===== config.mk =====
export PLATFORM = sky130hd
export DESIGN_NAME = hd_mulsh
export DESIGN_NICKNAME = d
export VERILOG_FILES = /design/src/rtl/core/hd_mulsh.sv
export SDC_FILE = /design/constraint.sdc
export NUM_CORES = 2
export LEC_CHECK = 0
export BUFFER_PORTS_ARGS = -buffer_cell sky130_fd_sc_hd__buf_4
export CORE_ASPECT_RATIO = 0.8
export CORE_MARGIN = 10
export CORE_UTILIZATION = 45
export DETAILED_ROUTE_END_ITERATION = 7
export GPL_ROUTABILITY_DRIVEN = 0
export HOLD_SLACK_MARGIN = 0.05
export SLEW_MARGIN = 10
export SYNTH_ARGS = -nofsm -noshare
export SYNTH_HDL_FRONTEND = slang
export SYNTH_SLANG_ARGS = --single-unit

===== constraint.sdc =====
create_clock -name clock -period 24.6 [get_ports clock]
set_clock_uncertainty 0.1 [all_clocks]
set_input_delay 4.92 -clock clock [delete_from_list [all_inputs] [get_ports clock]]
set_output_delay 4.92 -clock clock [all_outputs]
set_load 0.1 [all_outputs]

===== src/rtl/core/hd_mulsh.sv =====
// Two-stage rounding multiplier: magnitude product, round half up, shift, apply sign.
// The second operand is split in two halves so each partial product stays narrow.
// Depends on nothing outside this file.
`timescale 1ns / 1ps
`default_nettype none

module hd_mulsh #(
   parameter int AW = 31,
   parameter int BW = 43,
   parameter int SH = 42,
   parameter int OW = 34
) (
   input  wire                  clock,
   input  wire                  en,
   input  wire [AW-1:0]         a_mag,
   input  wire [BW-1:0]         b_mag,
   input  wire                  neg,
   output logic signed [OW-1:0] res
);

   localparam int BL = BW / 2;
   localparam int BH = BW - BL;
   localparam int PW = AW + BW + 1;

   logic [AW+BL-1:0] p_lo_ff;
   logic [AW+BH-1:0] p_hi_ff;
   logic             neg_ff;
   logic [PW-1:0]    full;
   logic [PW-1:0]    shifted;
   logic [PW-1:0]    signed_val;

   always_ff @(posedge clock) begin
      if (en) begin
         p_lo_ff <= (AW+BL)'(a_mag) * (AW+BL)'(b_mag[BL-1:0]);
         p_hi_ff <= (AW+BH)'(a_mag) * (AW+BH)'(b_mag[BW-1:BL]);
         neg_ff  <= neg;
      end
   end

   always_comb begin
      full       = PW'(p_lo_ff) + (PW'(p_hi_ff) << BL) + (PW'(1) << (SH - 1));
      shifted    = full >> SH;
      signed_val = neg_ff ? (~shifted + PW'(1)) : shifted;
   end

   always_ff @(posedge clock) begin
      if (en) begin
         res <= signed'(signed_val[OW-1:0]);
      end
   end

endmodule

`default_nettype wire


==> impl_results.md <==
* Total core area at about 110,000 sq um
* Synth Instances at around 5.2k
* Synth unique cells at 73
* Multi-input gate area at ~40,000 sq um
* Final hold viol count at 0
* Final design utilization at between 40 and 50%
* Drt via density at between 5 and 6
* Starting DRT DRC Count at 2,266
* Worst Path Required at 24.68 ns
* RSZ-0062 raised after global routing: no
* CTS Buf Count at 17
* Die H at 312 microns
* Crit-path max FO at 43
* Worst EP arrival at about 13 ns
* Vias post-DR at around 34k
* Worst R2R End: res[33]
* Tmin final at approximately 13 ns
* Synth area leaders: fa_1 47%, ha_1 10%, inv_1 9.0%, and2_1 8.4%, edfxtp_1 7.4%
* Worst skew pair latency at 0.45 ns
* Port Buffers at 110
* # hold bufs at CTS at 0
* Post-synth EDFFs at 119
* Avg Cell Area, Syn at 9.22 sq um
* Clk slew on worst S/H paths at 0.07 ns
* Cells on worst reg2reg path at 13
* Nets at between 6k and 7k
* Mapped Nets at roughly 6.8k
* Setup crit end: p_lo_ff[51]
* Post-CTS sizing at 0
* Yosys top cell by area: fa_1
* Setup violators final at 0
* Initial Util at 45.2%
* Initial antenna violation count at 2
* Clock Sinks at 119
* Crit end category: flop
* Layout cells sized above 1 at 3.52%
* I/O pins at 111
* Total Routing Usage GR at between 20% and 30%
* DP Cell Count at approximately 6.5k
* Clock Tree Buf Depth at 2
* Reg2Reg Setup Slack at 19.07 ns
* TritonCTS clock tree: done
* WL/cell at around 20 microns
* Yosys Warn Count at 0
* Post-CTS setup buffer count at 0
* Synth-to-layout area growth at 4.66%
* Cell with the most instances after synthesis: inv_1
* H-tree depth at 4
* Measured slew at the worst slew-check pin at 1.09 ns
* Maxcap violations at 0
* Die area at between 100,000 and 150,000 sq um
* Sequential area share after synthesis at under 10%
* CP Launch Point: a_mag[15]
* Hold_ws at between 0.5 and 0.6 ns
* Kind of critical path: in2reg
* Vias in the first global route at roughly 36k
* Ys flop type: edfxtp_1
* Die width at approximately 390 microns
* Largest net degree at the start of global routing at around 70
* Top cells by count, synth: 1,159 x inv_1, 1,124 x fa_1, 776 x nand2_1, 645 x and2_1, 388 x ha_1
* RR Startpoint: p_lo_ff[23]
* Slew Limit Fails at 0
* 1st-pass router iterations at 5
* Mapped cell area at between 40,000 and 50,000 sq um
* Root Driver: clkbuf_16
* Slew HR at 26.5%
* WL final at between 100 and 150 mm
* Register area at 3570 sq um
* Max Clk Rate at ~79 MHz
* Antenna-violating nets left at 0
* Detailed Place HPWL at a little over 100 mm
* Fin crit share at ~52%
* Worst hold path class: reg2reg
* Hold Crit Start: p_hi_ff[38]
* Synth Register Bits at roughly 120
* Total global routing overflow at 0
* Post-Route Setup TNS at 0 ns
* Synth async-reset ratio at 0%
* Filler Cell Count at ~10k
* Startpoint Class: primary input
* Filler-free cell count of the finished design at roughly 6.5k
* Row count at between 100 and 150
* Post-route DRC at 0
* Status: finished clean
* Synth top area share at a little under half
* First-pass GRT wire length at 208 mm
==> metal layers <==
metal	global-route usage, %	wire length, microns	vias up
met4	4.06	2350	0
met5	0	0	-
met1	32.1	59400	17700
met2	34.2	59000	1133
li1	-	-	15200
met3	4.08	9630	138
==> worst max-delay path, cell delays in order <==
cell	delay, ns
buf_4	0.51
nand2_1	0.17
fa_1	0.54
fa_1	0.53
fa_1	0.54
inv_1	0.06
fa_1	0.58
fa_1	0.44
fa_1	0.49
inv_1	0.05
fa_1	0.47
inv_1	0.04
ha_1	0.34
a21oi_1	0.17
a21boi_0	0.10
a311oi_1	0.31
o21ai_0	0.14
buf_4	0.19
o211ai_1	0.31
a21oi_1	0.25
o31a_1	0.40
a211oi_1	0.57
o31ai_1	0.16
or2_2	0.30
xnor2_1	0.12
==> state kept, by name (all words and copies together) (netlist names) <==
name and count:
neg_ff 1, res 34, p_hi_ff 53, p_lo_ff 31
==> worst min path at each step <==
stage | end | slack [ns] | cells past startpoint
after detailed placement | res[17] | 0.57 | 1
after CTS | res[17] | 0.59 | 1
after global placement | res[17] | 0.59 | 1
after global routing | res[15] | 0.62 | 1
after floorplan | res[15] | 0.49 | 1
final | res[17] | 0.60 | 1
==> metrics by stage <==
step	cell area [sq um]	setup WS, ns
global placement	49700	11.62
CTS	50300	12.01
finish	50300	11.91
global route	50300	11.55
detailed placement	49700	11.59
floorplan	48100	12.60
==> cell families after synthesis <==
kind of cell,after synthesis,synth area share [%]
adders and majority gates,1512,56.9
muxes,6,0.130
AOI/OAI and AO/OA,367,4.97
and+or+nand+nor,1642,17.0
DFF,119,7.43
xor gates and xnor gates,131,2.39
buffers and inverters,1436,11.2
==> layout make-up <==
class	instances	share of cell area, %
inverters	1160	8.65
flip-flops and latches	119	7.10
well taps	1417	3.52
clock buffers	17	0.846
clock inverters	15	0.343
repair buffers	120	1.79
multi-input cells	3658	77.7
diodes	2	0.00995
==> layout by cell type (no fill, tap or decap), types with 7 or more instances in the layout <==
master,synthesis,routed
nand4_1,24,24
nor2b_1,10,10
or2_2,7,7
ha_1,388,388
o21a_1,12,12
inv_1,1159,1159
a21oi_1,110,110
a21o_1,66,66
a31oi_1,11,11
and2_1,645,645
nor3_1,21,21
xnor2_1,99,99
clkbuf_16,0,17
nand3_1,37,37
nor2_1,65,65
o31ai_1,9,9
o211ai_1,8,8
nand2b_1,10,10
xor2_1,32,32
a211oi_1,13,13
edfxtp_1,119,119
buf_4,0,120
nand2_1,776,776
fa_1,1124,1124
o21ai_0,63,63
and3_1,21,21
o21bai_1,16,16
Power is not shown: default switching activity piles up to over one toggle a cycle in this logic, so the estimate is an artifact.
