File: src/rtl/core/hd_isqrt.sv
// Pipelined digit-by-digit square root: floor(sqrt(a * 2^FRAC)), one result bit per stage.
// The remainder is kept so that each stage needs one compare and one subtract.
// Depends on nothing outside this file.
`timescale 1ns / 1ps
`default_nettype none

module hd_isqrt #(
   parameter int FRAC = 30
) (
   input  wire              clock,
   input  wire              en,
   input  wire [FRAC:0]     a_in,
   output logic [FRAC:0]    root_out
);

   localparam int RW = 2 * FRAC + 2;

   logic [RW-1:0] rem_ff  [FRAC+1];
   logic [FRAC:0] root_ff [FRAC+1];

   for (genvar k = 0; k <= FRAC; k++) begin : g_stage
      localparam int B = FRAC - k;
      logic [RW-1:0] remp, trial, rem_nx;
      logic [FRAC:0] rp, root_nx;

      if (k == 0) begin : g_first
         assign remp = RW'({a_in, {FRAC{1'b0}}});
         assign rp   = '0;
      end else begin : g_next
         assign remp = rem_ff[k-1];
         assign rp   = root_ff[k-1];
      end

      // Trial square growth: 2 * r * 2^B + 4^B, the bits of r all lie above B.
      always_comb begin
         trial = (RW'(rp) << (B + 1)) | (RW'(1) << (2 * B));
         if (trial <= remp) begin
            rem_nx  = remp - trial;
            root_nx = rp | ((FRAC+1)'(1) << B);
         end else begin
            rem_nx  = remp;
            root_nx = rp;
         end
      end

      always_ff @(posedge clock) begin
         if (en) begin
            rem_ff[k]  <= rem_nx;
            root_ff[k] <= root_nx;
         end
      end
   end

   assign root_out = root_ff[FRAC];

endmodule

`default_nettype wire

File: config.mk
export PLATFORM = sky130hd
export DESIGN_NAME = hd_isqrt
export DESIGN_NICKNAME = d
export VERILOG_FILES = /design/src/rtl/core/hd_isqrt.sv
export SDC_FILE = /design/constraint.sdc
export NUM_CORES = 2
export LEC_CHECK = 0
export BUFFER_PORTS_ARGS = -buffer_cell sky130_fd_sc_hd__buf_2
export CAP_MARGIN = 20
export CORE_ASPECT_RATIO = 0.9
export CORE_UTILIZATION = 45
export DETAILED_ROUTE_END_ITERATION = 12
export SYNTH_ARGS = -nofsm -noshare
export SYNTH_HDL_FRONTEND = slang
export SYNTH_SLANG_ARGS = --single-unit
File: constraint.sdc
create_clock -name clock -period 3.9 [get_ports clock]
set_clock_uncertainty 0.15 [all_clocks]
set_input_delay 0.195 -clock clock [delete_from_list [all_inputs] [get_ports clock]]
set_output_delay 0.195 -clock clock [all_outputs]
set_load 0.05 [all_outputs]
==> results.md <==
- Outcome: complete, no violations
- Num CTS Buffers: 176
- Starting Density: 0.455
- Fin area: around 100,000 sq um
- DR pass1 iterations: 5
- CP startpoint kind: flip-flop
- Worst path required time: 4.34 ns
- GR Overflow Total: 0
- RR Startpoint: root_ff[25][5]
- Initial antenna violation count: 0
- Htree depth: 4
- Core area: between 150,000 and 200,000 sq um
- Reg2reg end: rem_ff[6][163]
- Critical Path Sink: rem_ff[6][163]
- Wire length of the first global-routing pass: about 320,000 um
- Clock slew seen by the registers of the worst setup and hold paths: approximately 0.060 ns
- FF-to-FF setup slack: about 0.11 ns
- Async SR Flop Fraction: 0
- Post-route setup slack: about 0.11 ns
- Clock sinks: around 1,700
- CTS max path bufs: 3
- Pleak: 38.7 nW
- Arrival @ worst endpoint: around 4.2 ns
- Path depth of the worst reg2reg path: 14
- Count leader, synth: edfxtp_1
- DR vias/cell: about 5.5
- Slew @ Worst Pin: 0.860 ns
- # placed instances: roughly 10,000
- Power consumption: 56.4 mW
- Top_reg_cell synth: edfxtp_1
- Max transition margin: 0.420
- CP endpoint kind: flip-flop
- Die Wd: ~470 um
- Slew Viols, Final: 0
- Crit path launch: root_ff[25][5]
- Die Ht: 422 um
- Vias in the first global route: 58,000
- Site row count: around 150
- Worst-path maximum fanout: 3
- Final-layout fill cell count: about 17,000
- Largest cells by area after synthesis: edfxtp_1 56%, ha_1 7.0%, xnor2_1 3.9%
- Port bufs: 63
- Post-place setup slack: -0.210 ns
- Distinct cells, synth: slightly below 90
- Seq/Total Area, Yosys: 0.562
- Clk root buf: clkbuf_16
- Final period utilization: 0.971
- Starting DRT DRC Count: approximately 5,000
- Yosys warns: 0
- Area growth from synthesis to layout: 13.5%
- Layout Nets: between 8,000 and 9,000
- Dpl hpwl: between 150,000 and 200,000 um
- Routed len/inst: approximately 19 um
- Layout Cells excl Fill: about 11,000
- Ant diodes: 0
- Number of hold violations in the final report: 0
- Top Ports: between 60 and 70
- WS Path Type: reg2reg
- Area taken by multi-input logic gates: around 36,000 sq um
- Drt total wl: ~200,000 um
- All-Layer GR Usage: 0.203
- Post-synth top area cell: edfxtp_1
- Max-Cap Viols: 0
- RSZ-0062 raised after global routing: true
- Total negative slack: 0 ns
- Total number of vias: ~60,000
- Die area: ~200,000 sq um
- Fmax: roughly 260 MHz
- Skew-Pair Late Insertion Delay: 0.84 ns
- Post-synth top area share: 0.562
- Worst hold path type: reg2reg
- Fin crit period: between 3 and 4 ns
- CTS tree: built
- Synthesized flop and latch total: around 1,700
- Register area: between 40,000 and 50,000 sq um
- Most instantiated cells after synthesis: 1,652 x edfxtp_1, 639 x inv_1, 600 x nand2_1
- Largest net degree at the start of global routing: approximately 150
- Post-DP Area: just over 90,000 sq um
- Post-synth EDFFs: 1,652
- Final setup vio count: 0
- Final ANT Viol Nets: 0
- Power Density: 563 nW/um^2
- Gate Count Post-Synth: 7,762
- Average cell area after synthesis: between 10 and 15 sq um
- IR drop worst, VDD: slightly below 400 uV
- Post-Syn Area: around 88,000 sq um
- GPL Wtd Cong: around 0.9
- Post-route DRC: 0
- Layout cells sized above 1: 0.0914
## area by class of cell
class / count / share of cell area
Timing Repair inverter: 1 / 0.0000500
Tap cell: 2557 / 0.0319
Clock inverter: 127 / 0.0136
Inverter: 641 / 0.0241
Multi-Input combinational cell: 5289 / 0.359
Clock buffer: 202 / 0.0449
Sequential cell: 1652 / 0.495
Timing Repair Buffer: 388 / 0.0315
## cell families after synthesis
logic type                 synth area share
DFF                                   0.562
and+or+nand+nor                       0.127
other                             0.0000425
muxes                               0.00826
buffers and inverters                0.0352
AOI/OAI and AO/OA                     0.117
xor gates and xnor gates             0.0768
adders and majority gates            0.0732
## layout by cell type, fill, tap and decap left out, drive strengths merged, types with 68 or more instances in the layout
cell type,instances
nor3,211
nor2,560
a21o,225
clkbuf,202
xnor2,394
ha,494
nand2,600
a211oi,68
clkinv,94
nor4,160
nand3,130
edfxtp,1652
nor2b,68
inv,644
o21a,82
buf,325
nand4,105
or3,80
o21ai,432
a21oi,524
xor2,380
nand2b,86
## stage by stage
| step | util | hold slack (ns) |
|---|---|---|
| global route | 0.516 | 0.288 |
| floorplan | - | 0.144 |
| detailed placement | 0.480 | 0.223 |
| global placement | 0.480 | 0.221 |
| CTS | 0.514 | 0.278 |
| finish | 0.516 | 0.275 |
## registers in the layout, summed over array words and instances, names as in the netlist
signal	flops
root_ff	496
rem_ff	1156
## routing by layer
layer	vias to the layer above	part of all wire	global-route usage
met1	28800	0.47	0.294
met4	0	0.026	0.0585
li1	29300	-	-
met3	351	0.050	0.0284
met5	-	0	0
met2	1454	0.45	0.317
## timing repair
item | CTS | global route
setup endpoints to repair | 45 | 197
endpoints found under the hold margin | 328 | 0
cloned | 1 | 2
buffers inserted | 4 | 7
hold buffers | 63 | 0
gates resized for setup | 13 | 70
pin swaps | 6 | 10
## power breakdown
group / switching [mW] / total (mW) / internal (mW) / leakage, nW
clock network: 7.36 / 16.8 / 9.47 / 2.82
registers: 2.11 / 25.2 / 23.0 / 15.6
logic: 8.31 / 14.4 / 6.11 / 20.3
## worst min path at each step
stage	startpoint	to	slack, ns	cells past startpoint
2_1_floorplan	a_in[0]	rem_ff[0][30]	0.14	0
4_1_cts	root_ff[22][30]	root_ff[23][30]	0.28	0
5_1_grt	rem_ff[0][226]	rem_ff[1][40]	0.29	0
6_report	root_ff[22][30]	root_ff[23][30]	0.27	0
3_3_place_gp	a_in[28]	rem_ff[0][58]	0.22	1
3_5_place_dp	a_in[29]	rem_ff[0][59]	0.22	1
## critical path: stages (launching register included)
cell	delay [ns]
edfxtp_1	0.38
inv_1	0.07
ha_1	0.15
inv_1	0.06
fa_2	0.35
nand2b_4	0.15
a211o_1	0.27
a311o_1	0.34
a21oi_2	0.17
a211oi_2	0.10
o41a_1	0.44
or4_4	0.54
nor4_2	0.16
buf_4	0.15
xor2_1	0.05
No activity file was read; power rests on OpenSTA's default activity.
